`src/rtl/core/pdfe_pkg.sv`:
```
`timescale 1ns / 1ps
// pdfe_pkg: shared types and constants for the pulse distance frame encoder
// no dependencies

package pdfe_pkg;

    localparam int DURATION_BITS = 16;
    localparam int NUM_SLOTS     = 20;
    localparam int SLOT_BITS     = $clog2(NUM_SLOTS);
    localparam int MAX_BITS      = 8;
    localparam int PADDR_BITS    = 5;

    typedef logic [DURATION_BITS-1:0] dur_t;
    typedef logic [NUM_SLOTS-1:0]     slot_mask_t;
    typedef logic [SLOT_BITS-1:0]     slot_idx_t;

    // slot layout of one byte
    localparam slot_idx_t SLOT_HDR_MARK = SLOT_BITS'(0);
    localparam slot_idx_t SLOT_HDR_SPACE = SLOT_BITS'(1);
    localparam slot_idx_t SLOT_BIT_BASE = SLOT_BITS'(2);
    localparam slot_idx_t SLOT_FTR_MARK = SLOT_BITS'(18);
    localparam slot_idx_t SLOT_FTR_SPACE = SLOT_BITS'(19);

    typedef enum logic [2:0] {
        REG_HEADER_TIMES = 3'd0,
        REG_ONE_MARK     = 3'd1,
        REG_ONE_SPACE    = 3'd2,
        REG_ZERO_MARK    = 3'd3,
        REG_ZERO_SPACE   = 3'd4,
        REG_FOOTER_TIMES = 3'd5,
        REG_LAST_SPACE   = 3'd6,
        REG_MODE         = 3'd7
    } reg_idx_t;

    localparam logic [1:0] MODE_RESET = 2'b01;

endpackage

```
`src/rtl/core/pulse_distance_frame_encoder.sv`:
```
`timescale 1ns / 1ps
// pulse_distance_frame_encoder: turns frame bytes into mark/space durations
// depends on pdfe_pkg
//
//  channel | ports                                   | moves
//  --------+-----------------------------------------+---------------------------------
//  s_      | s_valid s_ready s_data_byte s_bit_count | one frame byte word
//          | s_frame_end                             |
//  m_      | m_valid m_ready m_duration m_is_mark    | one duration word
//          | m_run_last                              |
//  apb     | psel penable pwrite paddr pwdata prdata | register access, byte addr 4*i
//
// one duration word leaves per cycle unless m_ready holds it; a byte makes
// zero to 20 durations, all through the single output register
// the next byte is taken in the cycle its predecessor's final word loads
// a byte that makes no durations is taken and retired with no output word
// aresetn is synchronous, active low; it resets control state and registers
// m_ready low holds the output word and stalls the slot walk

module pulse_distance_frame_encoder (
    input  logic                           aclk,
    input  logic                           aresetn,
    // byte input
    input  logic                           s_valid,
    output logic                           s_ready,
    input  logic [7:0]                     s_data_byte,
    input  logic [3:0]                     s_bit_count,
    input  logic                           s_frame_end,
    // duration output
    output logic                           m_valid,
    input  logic                           m_ready,
    output logic [pdfe_pkg::DURATION_BITS-1:0] m_duration,
    output logic                           m_is_mark,
    output logic                           m_run_last,
    // register port
    input  logic                           psel,
    input  logic                           penable,
    input  logic                           pwrite,
    input  logic [pdfe_pkg::PADDR_BITS-1:0] paddr,
    input  logic [31:0]                    pwdata,
    output logic [31:0]                    prdata,
    output logic                           pready
);
    import pdfe_pkg::*;

    // configuration registers
    logic [31:0] header_times_reg;
    dur_t        one_mark_reg;
    dur_t        one_space_reg;
    dur_t        zero_mark_reg;
    dur_t        zero_space_reg;
    logic [31:0] footer_times_reg;
    dur_t        last_space_reg;
    logic [1:0]  mode_reg;

    // item state: remaining slots, reordered bits, frame end flag
    slot_mask_t           rem_reg;
    slot_mask_t           rem_next;
    logic [MAX_BITS-1:0]  bits_reg;
    logic                 last_reg;
    logic                 header_pending_reg;

    // output register
    logic m_valid_reg;
    dur_t m_duration_reg;
    logic m_is_mark_reg;
    logic m_run_last_reg;

    logic       cfg_wr;
    reg_idx_t   cfg_idx;
    logic       s_accept;
    logic       out_load;
    logic       final_slot;
    slot_mask_t rem_after;
    slot_idx_t  sel;
    slot_mask_t mask_in;
    logic [MAX_BITS-1:0] bits_in;
    logic [3:0] cnt_sat;
    logic [3:0] pos;
    logic [3:0] bit_k;
    logic [2:0] bit_i;
    logic       bit_h;
    logic       bit_v;
    dur_t       bit_mk;
    dur_t       bit_sp;
    dur_t       dur_sel;
    logic       mark_sel;
    logic       footer_zero;

    // ---------------- register port ----------------
    assign pready  = 1'b1;
    assign cfg_wr  = psel && penable && pwrite && pready;
    assign cfg_idx = reg_idx_t'(paddr[PADDR_BITS-1:2]);

    always_ff @(posedge aclk) begin
        if (!aresetn) begin
            header_times_reg <= '0;
            one_mark_reg     <= '0;
            one_space_reg    <= '0;
            zero_mark_reg    <= '0;
            zero_space_reg   <= '0;
            footer_times_reg <= '0;
            last_space_reg   <= '0;
            mode_reg         <= MODE_RESET;
        end else if (cfg_wr) begin
            unique case (cfg_idx)
                REG_HEADER_TIMES: header_times_reg <= pwdata;
                REG_ONE_MARK:     one_mark_reg     <= pwdata[DURATION_BITS-1:0];
                REG_ONE_SPACE:    one_space_reg    <= pwdata[DURATION_BITS-1:0];
                REG_ZERO_MARK:    zero_mark_reg    <= pwdata[DURATION_BITS-1:0];
                REG_ZERO_SPACE:   zero_space_reg   <= pwdata[DURATION_BITS-1:0];
                REG_FOOTER_TIMES: footer_times_reg <= pwdata;
                REG_LAST_SPACE:   last_space_reg   <= pwdata[DURATION_BITS-1:0];
                REG_MODE:         mode_reg         <= pwdata[1:0];
                default:          mode_reg         <= mode_reg;
            endcase
        end
    end

    // read mux, unaligned reads return zero
    always_comb begin
        prdata = '0;
        unique case (cfg_idx)
            REG_HEADER_TIMES: prdata = header_times_reg;
            REG_ONE_MARK:     prdata = {16'd0, one_mark_reg};
            REG_ONE_SPACE:    prdata = {16'd0, one_space_reg};
            REG_ZERO_MARK:    prdata = {16'd0, zero_mark_reg};
            REG_ZERO_SPACE:   prdata = {16'd0, zero_space_reg};
            REG_FOOTER_TIMES: prdata = footer_times_reg;
            REG_LAST_SPACE:   prdata = {16'd0, last_space_reg};
            REG_MODE:         prdata = {30'd0, mode_reg};
            default:          prdata = '0;
        endcase
        if (paddr[1:0] != 2'b00) begin
            prdata = '0;
        end
    end

    // ---------------- input side: build slot mask ----------------
    // counts above eight send eight bits
    assign cnt_sat = (s_bit_count > 4'd8) ? 4'd8 : s_bit_count;

    always_comb begin
        mask_in = '0;
        bits_in = '0;
        pos     = '0;
        // header halves, only on the first byte of a frame
        mask_in[SLOT_HDR_MARK]  = header_pending_reg && (header_times_reg[31:16] != '0);
        mask_in[SLOT_HDR_SPACE] = header_pending_reg && (header_times_reg[15:0] != '0);
        for (int i = 0; i < MAX_BITS; i++) begin
            // bit i in send order; msb first counts down from the top used bit
            pos = mode_reg[0] ? (cnt_sat - 4'd1 - 4'(i)) : 4'(i);
            if (4'(i) < cnt_sat) begin
                bits_in[i]              = s_data_byte[pos[2:0]];
                mask_in[2 + 2 * i]      = 1'b1;
                mask_in[3 + 2 * i]      = !mode_reg[1];
            end
        end
        // footer halves on the frame's last byte
        mask_in[SLOT_FTR_MARK]  = s_frame_end && (footer_times_reg[31:16] != '0);
        mask_in[SLOT_FTR_SPACE] = s_frame_end && (footer_times_reg[15:0] != '0);
    end

    // ---------------- slot walk ----------------
    // lowest pending slot goes out next
    always_comb begin
        sel = '0;
        for (int j = NUM_SLOTS - 1; j >= 0; j--) begin
            if (rem_reg[j]) begin
                sel = SLOT_BITS'(j);
            end
        end
    end

    assign rem_after  = rem_reg & (rem_reg - slot_mask_t'(1));
    assign final_slot = (rem_after == '0);
    assign out_load   = (rem_reg != '0) && (!m_valid_reg || m_ready);
    // take a new byte when nothing is pending or the last slot is leaving now
    assign s_ready    = (rem_reg == '0) || (out_load && final_slot);
    assign s_accept   = s_valid && s_ready;

    always_comb begin
        if (s_accept) begin
            rem_next = mask_in;
        end else if (out_load) begin
            rem_next = rem_after;
        end else begin
            rem_next = rem_reg;
        end
    end

    // bit slot decode: pair index and half
    assign bit_k  = 4'(sel - SLOT_BIT_BASE);
    assign bit_i  = bit_k[3:1];
    assign bit_h  = bit_k[0];
    assign bit_v  = bits_reg[bit_i];
    assign bit_mk = bit_v ? one_mark_reg : zero_mark_reg;
    assign bit_sp = bit_v ? one_space_reg : zero_space_reg;
    assign footer_zero = (footer_times_reg == '0);

    always_comb begin
        priority if (sel == SLOT_HDR_MARK) begin
            dur_sel  = header_times_reg[31:16];
            mark_sel = 1'b1;
        end else if (sel == SLOT_HDR_SPACE) begin
            dur_sel  = header_times_reg[15:0];
            mark_sel = 1'b0;
        end else if (sel == SLOT_FTR_MARK) begin
            dur_sel  = footer_times_reg[31:16];
            mark_sel = 1'b1;
        end else if (sel == SLOT_FTR_SPACE) begin
            dur_sel  = footer_times_reg[15:0];
            mark_sel = 1'b0;
        end else if (mode_reg[1]) begin
            // single duration per bit: even bits mark, odd bits space
            dur_sel  = bit_i[0] ? bit_sp : bit_mk;
            mark_sel = !bit_i[0];
        end else begin
            dur_sel  = bit_h ? bit_sp : bit_mk;
            mark_sel = !bit_h;
        end
        // final word of a frame with no footer takes last_space
        if (final_slot && last_reg && footer_zero && (last_space_reg != '0)) begin
            dur_sel = last_space_reg;
        end
    end

    // ---------------- registers ----------------
    always_ff @(posedge aclk) begin
        if (!aresetn) begin
            rem_reg            <= '0;
            last_reg           <= 1'b0;
            header_pending_reg <= 1'b1;
            m_valid_reg        <= 1'b0;
        end else begin
            rem_reg <= rem_next;
            if (s_accept) begin
                last_reg           <= s_frame_end;
                header_pending_reg <= s_frame_end;
            end
            if (out_load) begin
                m_valid_reg <= 1'b1;
            end else if (m_ready) begin
                m_valid_reg <= 1'b0;
            end
        end
    end

    always_ff @(posedge aclk) begin
        if (s_accept) begin
            bits_reg <= bits_in;
        end
        if (out_load) begin
            m_duration_reg <= dur_sel;
            m_is_mark_reg  <= mark_sel;
            m_run_last_reg <= final_slot;
        end
    end

    assign m_valid    = m_valid_reg;
    assign m_duration = m_duration_reg;
    assign m_is_mark  = m_is_mark_reg;
    assign m_run_last = m_run_last_reg;

    // ---------------- assertions ----------------
    // a byte is taken mid-item only as its final word loads
    a_accept_on_final: assert property (@(posedge aclk) disable iff (!aresetn)
        (s_accept && (rem_reg != '0)) |-> (out_load && final_slot))
        else $error("byte taken while slots still pending");

    // footer slots only exist for the frame's last byte
    a_footer_last: assert property (@(posedge aclk) disable iff (!aresetn)
        (rem_reg[SLOT_FTR_SPACE:SLOT_FTR_MARK] != 2'b00) |-> last_reg)
        else $error("footer slot pending on a non-final byte");

    // header due again right after a frame end byte
    a_header_rearm: assert property (@(posedge aclk) disable iff (!aresetn)
        (s_accept && s_frame_end) |=> header_pending_reg)
        else $error("header not re-armed after frame end");

    // run_last word loaded only when the slot mask empties
    a_run_last_empty: assert property (@(posedge aclk) disable iff (!aresetn)
        (out_load && final_slot && !s_accept) |=> (rem_reg == '0))
        else $error("slots left after final word");

endmodule
```
`config.mk`:
```
export PLATFORM = sky130hd
export DESIGN_NAME = pulse_distance_frame_encoder
export DESIGN_NICKNAME = d
export VERILOG_FILES = /design/src/rtl/core/pdfe_pkg.sv /design/src/rtl/core/pulse_distance_frame_encoder.sv
export SDC_FILE = /design/constraint.sdc
export NUM_CORES = 1
export LEC_CHECK = 0
export ABC_AREA = 1
export BUFFER_PORTS_ARGS = -buffer_cell sky130_fd_sc_hd__buf_2
export CAP_MARGIN = 15
export CORE_MARGIN = 4
export CORE_UTILIZATION = 40
export CTS_BUF_LIST = sky130_fd_sc_hd__clkbuf_8
export CTS_CLUSTER_DIAMETER = 100
export DETAILED_ROUTE_END_ITERATION = 12
export SYNTH_ARGS = -nofsm -noshare
export SYNTH_HDL_FRONTEND = slang
export SYNTH_SLANG_ARGS = --single-unit
```
`constraint.sdc`:
```
create_clock -name aclk -period 3.9 [get_ports aclk]
set_input_delay 0.585 -clock aclk [delete_from_list [all_inputs] [get_ports aclk]]
set_output_delay 0.585 -clock aclk [all_outputs]
set_load 0.1 [all_outputs]
```
==> results of run 1 <==
[cells in the mapped netlist (all sizes together), types with 2 or more instances]
cell type / number
a21oi: 105
a221oi: 35
a22oi: 3
a31oi: 22
a41oi: 2
buf: 18
clkbuf: 60
clkinv: 6
dfxtp: 169
edfxtp: 26
ha: 5
inv: 176
nand2: 367
nand3: 50
nand3b: 2
nand4: 11
nor2: 260
nor3: 10
nor3b: 2
nor4: 20
o211ai: 5
o21ai: 227
o221ai: 3
o311ai: 4
or2: 2
[layer usage]
layer / wire [um] / vias to the layer above / part of all wire
met3: 3010 / 47 / 0.086
met5: 0 / - / 0
met1: 16700 / 4908 / 0.48
li1: - / 5417 / -
met4: 687 / 0 / 0.020
met2: 14700 / 450 / 0.42
[power by group through the flow]
stage          clock (mW)  sequential, mW  combinational (mW)
2_1_floorplan           0            3.28                4.83
3_3_place_gp            0            2.65                7.02
3_5_place_dp            0            2.65                7.05
4_1_cts              1.48            2.60                7.10
5_1_grt              1.55            2.63                7.91
6_report             1.46            2.61                7.18
[path summary, 6_finish.rpt]
path                from                    to  slack, ns  cells past startpoint
max           rem_reg[0]               s_ready       0.39                     10
min           pwdata[20]  header_times_reg[20]       0.33                      3
max reg2reg  rem_reg[18]         m_duration[1]       0.78                     26
min reg2reg     last_reg              last_reg       0.49                      2
[layout make-up]
cell class	instances	area share
flip-flops and latches	195	0.344
well taps	335	0.0347
repair buffers	138	0.0815
clock inverters	15	0.0158
inverters	182	0.0568
clock buffers	17	0.0194
multi-input cells	1141	0.447
[logic make-up (layout without fill, tap and decap cells)]
| logic type | count (synthesis) | count (layout) | share of synthesized area |
|---|---|---|---|
| DFF | 195 | 195 | 0.394 |
| adders and majority gates | 5 | 5 | 0.00592 |
| xor gates and xnor gates | 1 | 1 | 0.000829 |
| AOI/OAI and AO/OA | 409 | 409 | 0.217 |
| buffers and inverters | 260 | 352 | 0.0969 |
| other | 1 | 1 | 0.000355 |
| and+or+nand+nor | 725 | 725 | 0.285 |
[worst max-delay path, stage by stage, from the launching register on]
cell     delay (ns)
dfxtp_1        0.37
nor2_4         0.20
nand2_4        0.11
nor2_8         0.16
nand2_1        0.09
o21ai_1        0.19
nand4_1        0.11
nor4_1         0.27
nand2_1        0.22
o21ai_2        0.24
buf_2          0.47
==> flow_metrics.py, run 1 <==
metrics = {
    "placement": {
        "place_area_um2": 11700,
        "place_ws_ns": 0.825,
        "dp_cells": 1991,
        "gp_congestion": 0.888,
        "place_hpwl_um": 25900,
        "place.port_buffers": 108,
    },
    "timing": {
        "hold_viol": 0,
        "fin_skew_ns": 0.0246,
        "rsz0062_at_grt": "false",
        "hold_slack_ns": 0.327,
        "worstMarginPinSlew_ns": 0.842,
        "max-slew-margin-rel": 0.438,
        "setup_ws_ns": 0.387,
        "setup_viol": 0,
        "tns_ns": 0,
        "max_freq_mhz": 285,
        "finalCritPeriodShare": 0.901,
        "drv_slew": 0,
        "post-route-min-period_ns": 3.51,
    },
    "grt": {
        "grt_overflow": 0,
        "grt_max_degree": 126,
        "grt_pass1_wl_um": 54800,
        "grtUsageMet1": 0.364,
        "use_met3": 0.0427,
        "grt_pass1_vias": 9793,
        "antenna_found_initial": 0,
        "grt-busiest-layer": "met1",
        "use_met2": 0.346,
        "grt.total_usage": 0.238,
    },
    "cts": {
        "postCtsHoldBufs": 0,
        "insertion_delay_ns": 0.49,
        "cts_buffers": 17,
        "clk_pin_slew_ns": 0.12,
        "cts_resized": 0,
        "root_buffer": "clkbuf_8",
        "post-cts-setup-buffers": 0,
        "cts_tree": "done",
        "htree_levels": 4,
        "cts_sinks": 195,
        "cts.path.max_buffers": 2,
    },
    "setup_path": {
        "cp_max_fo": 7,
        "critPathLaunchType": "register",
        "required_ns": 3.31,
        "end_kind": "output port",
        "cp.arrival_ns": 2.93,
        "path_class": "reg -> out",
    },
    "finish": {
        "nNetsFinal": 1737,
        "final_cell_area_um2": 12100,
        "stdcell_count": 2023,
        "num_antenna_cells": 0,
        "mostFrequentLayoutCells": "nand2_1, nor2_1, o21ai_0",
        "multiInputGateArea_um2": 5410,
        "fin_util": 0.464,
        "layout_commonest_cell": "nand2_1",
        "ff_latch_area_um2": 4160,
        "drive_gt1_frac": 0.125,
        "syn2layout_area_growth_pct": 14.4,
        "nFillCells": 2728,
    },
    "synthesis": {
        "synth_fp_nets": 1658,
        "synth_edf_count": 26,
        "synthFlopType": "dfxtp_1",
        "synthArstFlopShare": 0,
        "synth-seq-cells": 195,
        "synth.area.top_cells": "dfxtp_1, nand2_1, o21ai_0",
        "syn_inst": 1596,
        "synth-seq-area-share": 0.394,
        "synth_top_area_share": 0.320,
        "synth_area_um2": 10600,
        "yosysUniqueCellTypes": 49,
        "syn-mean-instance-area_um2": 6.62,
        "synth_top_cell_by_area": "dfxtp_1",
        "yosysWarnings": 0,
    },
    "detailed_routing": {
        "dr_total_vias": 10800,
        "drt-pass1-iter-count": 7,
        "viasPerCell": 5.35,
        "drc": 0,
        "totalWireLength_um": 35100,
        "ant_nets": 0,
        "wl_per_cell_um": 17.3,
        "drtIter0Drc": 1124,
    },
    "power": {
        "clkPwrFrac": 0.130,
        "combPwrFrac": 0.638,
        "switching_share": 0.545,
        "power.internal_mw": 5.12,
        "peakVddDrop_mv": 1.42,
        "switching_power_mw": 6.13,
        "total_power_mw": 11.2,
        "p_leak_nw": 5.24,
        "power_density_nw_per_um2": 930,
        "p_seq_frac": 0.232,
    },
    "die": {
        "io_pins": 110,
        "die_area_um2": 29100,
        "fp.dieH_um": 171,
        "rows": 59,
        "initial_utilization": 0.406,
        "coreArea_um2": 26100,
        "dieWidth_um": 171,
    },
    "run_status": {
        "status": "finished clean",
    },
    "flow_run": {
        "drv_cap": 0,
    },
    "hold_path": {
        "hp-class": "in -> reg",
    },
}
No activity file was read; power rests on OpenSTA's default activity.
==> run 2: changes to the inputs <==
--- a/config.mk
+++ b/config.mk
@@ -13,6 +13,7 @@
 export CTS_BUF_LIST = sky130_fd_sc_hd__clkbuf_8
 export CTS_CLUSTER_DIAMETER = 100
 export DETAILED_ROUTE_END_ITERATION = 12
+export RECOVER_POWER = 50
 export SYNTH_ARGS = -nofsm -noshare
 export SYNTH_HDL_FRONTEND = slang
 export SYNTH_SLANG_ARGS = --single-unit
==> flow_metrics.py, run 2 (same netlist as run 1, synthesis figures left out) <==
metrics = {
    "run_status": {
        "status": "finished clean",
    },
    "timing": {
        "drv_slew": 0,
        "rsz0062_at_grt": "false",
        "tns_ns": 0,
        "setup_viol": 0,
        "worstMarginPinSlew_ns": 1.43,
        "finalCritPeriodShare": 0.918,
        "setup_ws_ns": 0.318,
        "fin_skew_ns": 0.0244,
        "max_freq_mhz": 279,
        "hold_slack_ns": 0.326,
        "post-route-min-period_ns": 3.58,
        "max-slew-margin-rel": 0.0493,
        "hold_viol": 0,
    },
    "power": {
        "p_leak_nw": 5.12,
        "switching_power_mw": 6.15,
        "switching_share": 0.547,
        "combPwrFrac": 0.637,
        "total_power_mw": 11.2,
        "p_seq_frac": 0.232,
        "power_density_nw_per_um2": 936,
        "peakVddDrop_mv": 1.42,
        "power.internal_mw": 5.09,
        "clkPwrFrac": 0.130,
    },
    "setup_path": {
        "cp_max_fo": 10,
        "crit_path_top_delay_cell": "clkinv_1",
        "crit_top_cell": "clkbuf_1",
        "path_class": "in -> out",
        "cp.arrival_ns": 3.00,
        "end_kind": "output port",
        "slowest_delay_ns": 0.42,
        "critPathLaunchType": "input pin",
        "required_ns": 3.31,
        "crit_chain": "clkbuf_1 -> inv_1 -> nor3_2 -> clkbuf_1 -> clkinv_1 -> o221ai_1 -> a221oi_1 -> a221oi_2 -> buf_12",
    },
    "detailed_routing": {
        "drt-pass1-iter-count": 6,
        "wl_per_cell_um": 17.4,
        "drtIter0Drc": 1095,
        "drt-met1-wl_um": 16800,
        "drc": 0,
        "dr_total_vias": 10900,
        "totalWireLength_um": 35100,
        "wl_met3_um": 2910,
        "ant_nets": 0,
        "viasPerCell": 5.38,
        "routed-wl-met2_um": 14700,
        "route.top_layer_used": "met4",
    },
    "cts": {
        "cts_sinks": 195,
        "cts_buffers": 17,
        "htree_levels": 4,
        "post-cts-setup-buffers": 0,
        "cts.path.max_buffers": 2,
        "insertion_delay_ns": 0.49,
        "postCtsHoldBufs": 0,
        "clk_pin_slew_ns": 0.11,
        "cts_resized": 0,
        "cts_tree": "done",
        "root_buffer": "clkbuf_8",
    },
    "die": {
        "initial_utilization": 0.406,
        "fp.dieH_um": 171,
        "rows": 59,
        "dieWidth_um": 171,
        "io_pins": 110,
        "coreArea_um2": 26100,
        "die_area_um2": 29100,
    },
    "finish": {
        "num_antenna_cells": 0,
        "drive_gt1_frac": 0.104,
        "nFillCells": 2760,
        "stdcell_count": 2023,
        "nNetsFinal": 1737,
        "final_cell_area_um2": 12000,
        "layout_commonest_cell": "nand2_1",
        "fin_util": 0.461,
        "mostFrequentLayoutCells": "nand2_1, nor2_1, o21ai_0",
        "syn2layout_area_growth_pct": 13.6,
    },
    "grt": {
        "grt.total_usage": 0.238,
        "antenna_found_initial": 0,
        "grt_pass1_vias": 9793,
        "grt_pass1_wl_um": 54800,
        "grt_max_degree": 126,
        "grt_overflow": 0,
    },
    "placement": {
        "place.port_buffers": 108,
        "gp_congestion": 0.888,
        "place_hpwl_um": 25900,
        "dp_cells": 1991,
        "place_ws_ns": 0.825,
        "place_area_um2": 11700,
    },
    "flow_run": {
        "drv_cap": 0,
    },
    "hold_path": {
        "hp-class": "in -> reg",
    },
}
[run 2: power by group through the flow]
stage | Sequential (mW) | Combinational [mW] | Clock (mW)
floorplan | 3.28 | 4.83 | 0
global placement | 2.65 | 7.02 | 0
detailed placement | 2.65 | 7.05 | 0
CTS | 2.60 | 7.10 | 1.48
global route | 2.64 | 7.88 | 1.55
finish | 2.61 | 7.16 | 1.47
[run 2: worst paths after layout]
path / from / to / slack [ns] / cells after the start
worst max-delay path: paddr[4] / prdata[3] / 0.32 / 9
worst min-delay path: pwdata[27] / header_times_reg[27] / 0.33 / 3
worst max register to register: rem_reg[18] / m_duration[7] / 0.80 / 26
worst min register to register: last_reg / last_reg / 0.49 / 2
[run 2: cell type report]
type	count	area [um^2]	share of cell area
inverter	182	687	0.0572
multi-input combinational	1141	5400	0.450
clock buffer	17	234	0.0195
clock inverter	15	191	0.0160
tap	335	419	0.0349
timing repair buffer	138	908	0.0757
sequential	195	4160	0.347
[run 2: worst max-delay path, delay by kind of cell]
family / cells / cell delay, ns
buffers and inverters: 5 / 1.42
AO/OA/AOI/OAI: 3 / 0.80
AND/OR/NAND/NOR: 1 / 0.18
[run 2: layer usage]
layer  global-route usage  vias to the layer above
met5                    0                        -
met4               0.0618                        0
met3               0.0427                       49
met2                0.346                      470
met1                0.364                     4941
li1                     -                     5420
==> run 3: changes to the inputs <==
--- a/config.mk
+++ b/config.mk
@@ -9,7 +9,7 @@
 export BUFFER_PORTS_ARGS = -buffer_cell sky130_fd_sc_hd__buf_2
 export CAP_MARGIN = 15
 export CORE_MARGIN = 4
-export CORE_UTILIZATION = 40
+export CORE_UTILIZATION = 42
 export CTS_BUF_LIST = sky130_fd_sc_hd__clkbuf_8
 export CTS_CLUSTER_DIAMETER = 100
 export DETAILED_ROUTE_END_ITERATION = 12
==> flow_metrics.py, run 3 (same netlist as run 1, synthesis figures left out) <==
metrics = {
    "setup_path": {
        "crit_chain": "clkbuf_1 -> inv_1 -> nor3_1 -> clkbuf_1 -> inv_1 -> nor2_1 -> a221oi_1 -> a31oi_1 -> buf_12",
        "critPathLaunchType": "input pin",
        "cp_max_fo": 15,
        "critPathBufInv": 5,
        "path_class": "in -> out",
        "required_ns": 3.31,
        "critical_path.top_delay_family": "buffers and inverters",
        "end_kind": "output port",
        "crit_path_top_delay_cell": "clkbuf_1",
        "cp.arrival_ns": 2.98,
        "slowest_delay_ns": 0.66,
    },
    "cts": {
        "htree_levels": 4,
        "clk_pin_slew_ns": 0.12,
        "cts_buffers": 17,
        "cts_sinks": 195,
        "cts_tree": "done",
        "postCtsHoldBufs": 0,
        "cts.path.max_buffers": 2,
        "cts_resized": 0,
        "insertion_delay_ns": 0.49,
        "post-cts-setup-buffers": 0,
        "root_buffer": "clkbuf_8",
    },
    "timing": {
        "tns_ns": 0,
        "fin_skew_ns": 0.0135,
        "worstMarginPinSlew_ns": 2.02,
        "finalCritPeriodShare": 0.914,
        "max-slew-margin-rel": -0.348,
        "max_freq_mhz": 280,
        "post-route-min-period_ns": 3.57,
        "setup_viol": 0,
        "drv_slew": 53,
        "rsz0062_at_grt": "false",
        "hold_viol": 0,
    },
    "finish": {
        "layout_commonest_cell": "nand2_1",
        "syn2layout_area_growth_pct": 12.6,
        "num_antenna_cells": 0,
        "nFillCells": 2594,
        "drive_gt1_frac": 0.108,
        "mostFrequentLayoutCells": "nand2_1, nor2_1, o21ai_0",
        "nNetsFinal": 1733,
    },
    "detailed_routing": {
        "wl_per_cell_um": 17.7,
        "drtIter0Drc": 1249,
        "totalWireLength_um": 35400,
        "drt-pass1-iter-count": 8,
        "viasPerCell": 5.43,
        "ant_nets": 0,
        "drc": 0,
        "dr_total_vias": 10900,
    },
    "die": {
        "die_area_um2": 27800,
        "coreArea_um2": 24500,
        "rows": 57,
        "dieWidth_um": 167,
        "initial_utilization": 0.431,
        "io_pins": 110,
        "fp.dieH_um": 167,
    },
    "power": {
        "power_density_nw_per_um2": 939,
        "total_power_mw": 11.2,
        "p_leak_nw": 5.08,
        "peakVddDrop_mv": 1.51,
    },
    "hold_path": {
        "hp-class": "in -> reg",
    },
    "grt": {
        "grt_pass1_wl_um": 56500,
        "grt_max_degree": 80,
        "grt.total_usage": 0.250,
        "grt_pass1_vias": 9976,
        "grt_overflow": 0,
        "antenna_found_initial": 0,
    },
    "placement": {
        "gp_congestion": 0.913,
        "place_hpwl_um": 25900,
        "place.port_buffers": 108,
    },
    "flow_run": {
        "drv_cap": 1,
    },
    "run_status": {
        "violations": "capacitance limit, slew limit",
        "status": "finished with violations",
    },
}
==> run 3: cell count changes in the layout (fill, tap and decap cells not counted), moves of 4 or more <==
cell,change
clkinv_8,+4
buf_12,-4
inv_1,-4
o21ai_1,+4
clkbuf_1,-4
o21ai_0,-4
bufinv_16,-4
buf_2,+4
==> run 3: final cells by class <==
cell class / count / area (um^2) / share of cell area
sequential: 195 / 4160 / 0.350
clock inverter: 15 / 166 / 0.0140
inverter: 182 / 687 / 0.0577
multi-input combinational: 1141 / 5410 / 0.455
tap: 324 / 405 / 0.0341
clock buffer: 17 / 234 / 0.0197
timing repair buffer: 134 / 831 / 0.0698
==> run 3: where the power goes <==
part / switching (mW) / total [mW] / internal, mW / leakage [nW]
logic: 5.31 / 7.22 / 1.91 / 3.25
registers: 0.136 / 2.61 / 2.48 / 1.64
clock network: 0.862 / 1.35 / 0.486 / 0.195
total: 6.30 / 11.2 / 4.87 / 5.08
==> run 3: worst reg2reg max path, stage by stage (launching register included) <==
cell and delay, ns:
dfxtp_1 0.42, inv_2 0.05, nand2_1 0.09, nand2_1 0.05, nand2_1 0.07, nand2_1 0.05, nand2_1 0.06, nand2_1 0.06
nand2_1 0.06, nand2_1 0.06, nand2_2 0.08, nand2_4 0.09, ha_1 0.36, nand3b_1 0.19, nand2_1 0.07, nor2_1 0.05
nor2_2 0.14, buf_12 0.22, o21ai_1 0.09, nand2_1 0.06, nand3_1 0.11, nand2_1 0.19, nand2_1 0.07, nand2_1 0.07
nand2_1 0.05, nand2_1 0.07, nand2_1 0.05
==> run 3: final timing paths <==
path	start	endpoint	slack, ns	cells past startpoint
worst min-delay path	pwdata[29]	header_times_reg[29]	0.33	3
worst max-delay path	paddr[3]	prdata[0]	0.33	9
worst min register to register	last_reg	last_reg	0.50	2
worst max register to register	rem_reg[18]	m_duration[1]	0.74	26
==> run 3: per-stage QoR <==
stage	hold WS [ns]	utilization	instances	worst slack, ns	instance area [um^2]
after floorplan	0.450	-	1596	0.0743	10600
after global placement	0.474	0.471	1976	0.771	11600
after detailed placement	0.478	0.471	1976	0.720	11600
after CTS	0.312	0.488	2008	0.367	12000
after global routing	0.300	0.485	2008	0.135	11900
final	0.326	0.485	2008	0.334	11900
==> run 3: metal layers <==
| metal | part of all wire | track usage |
|---|---|---|
| met2 | 0.42 | 0.365 |
| met3 | 0.091 | 0.0446 |
| met4 | 0.015 | 0.0498 |
| met5 | 0 | 0 |
| met1 | 0.48 | 0.388 |
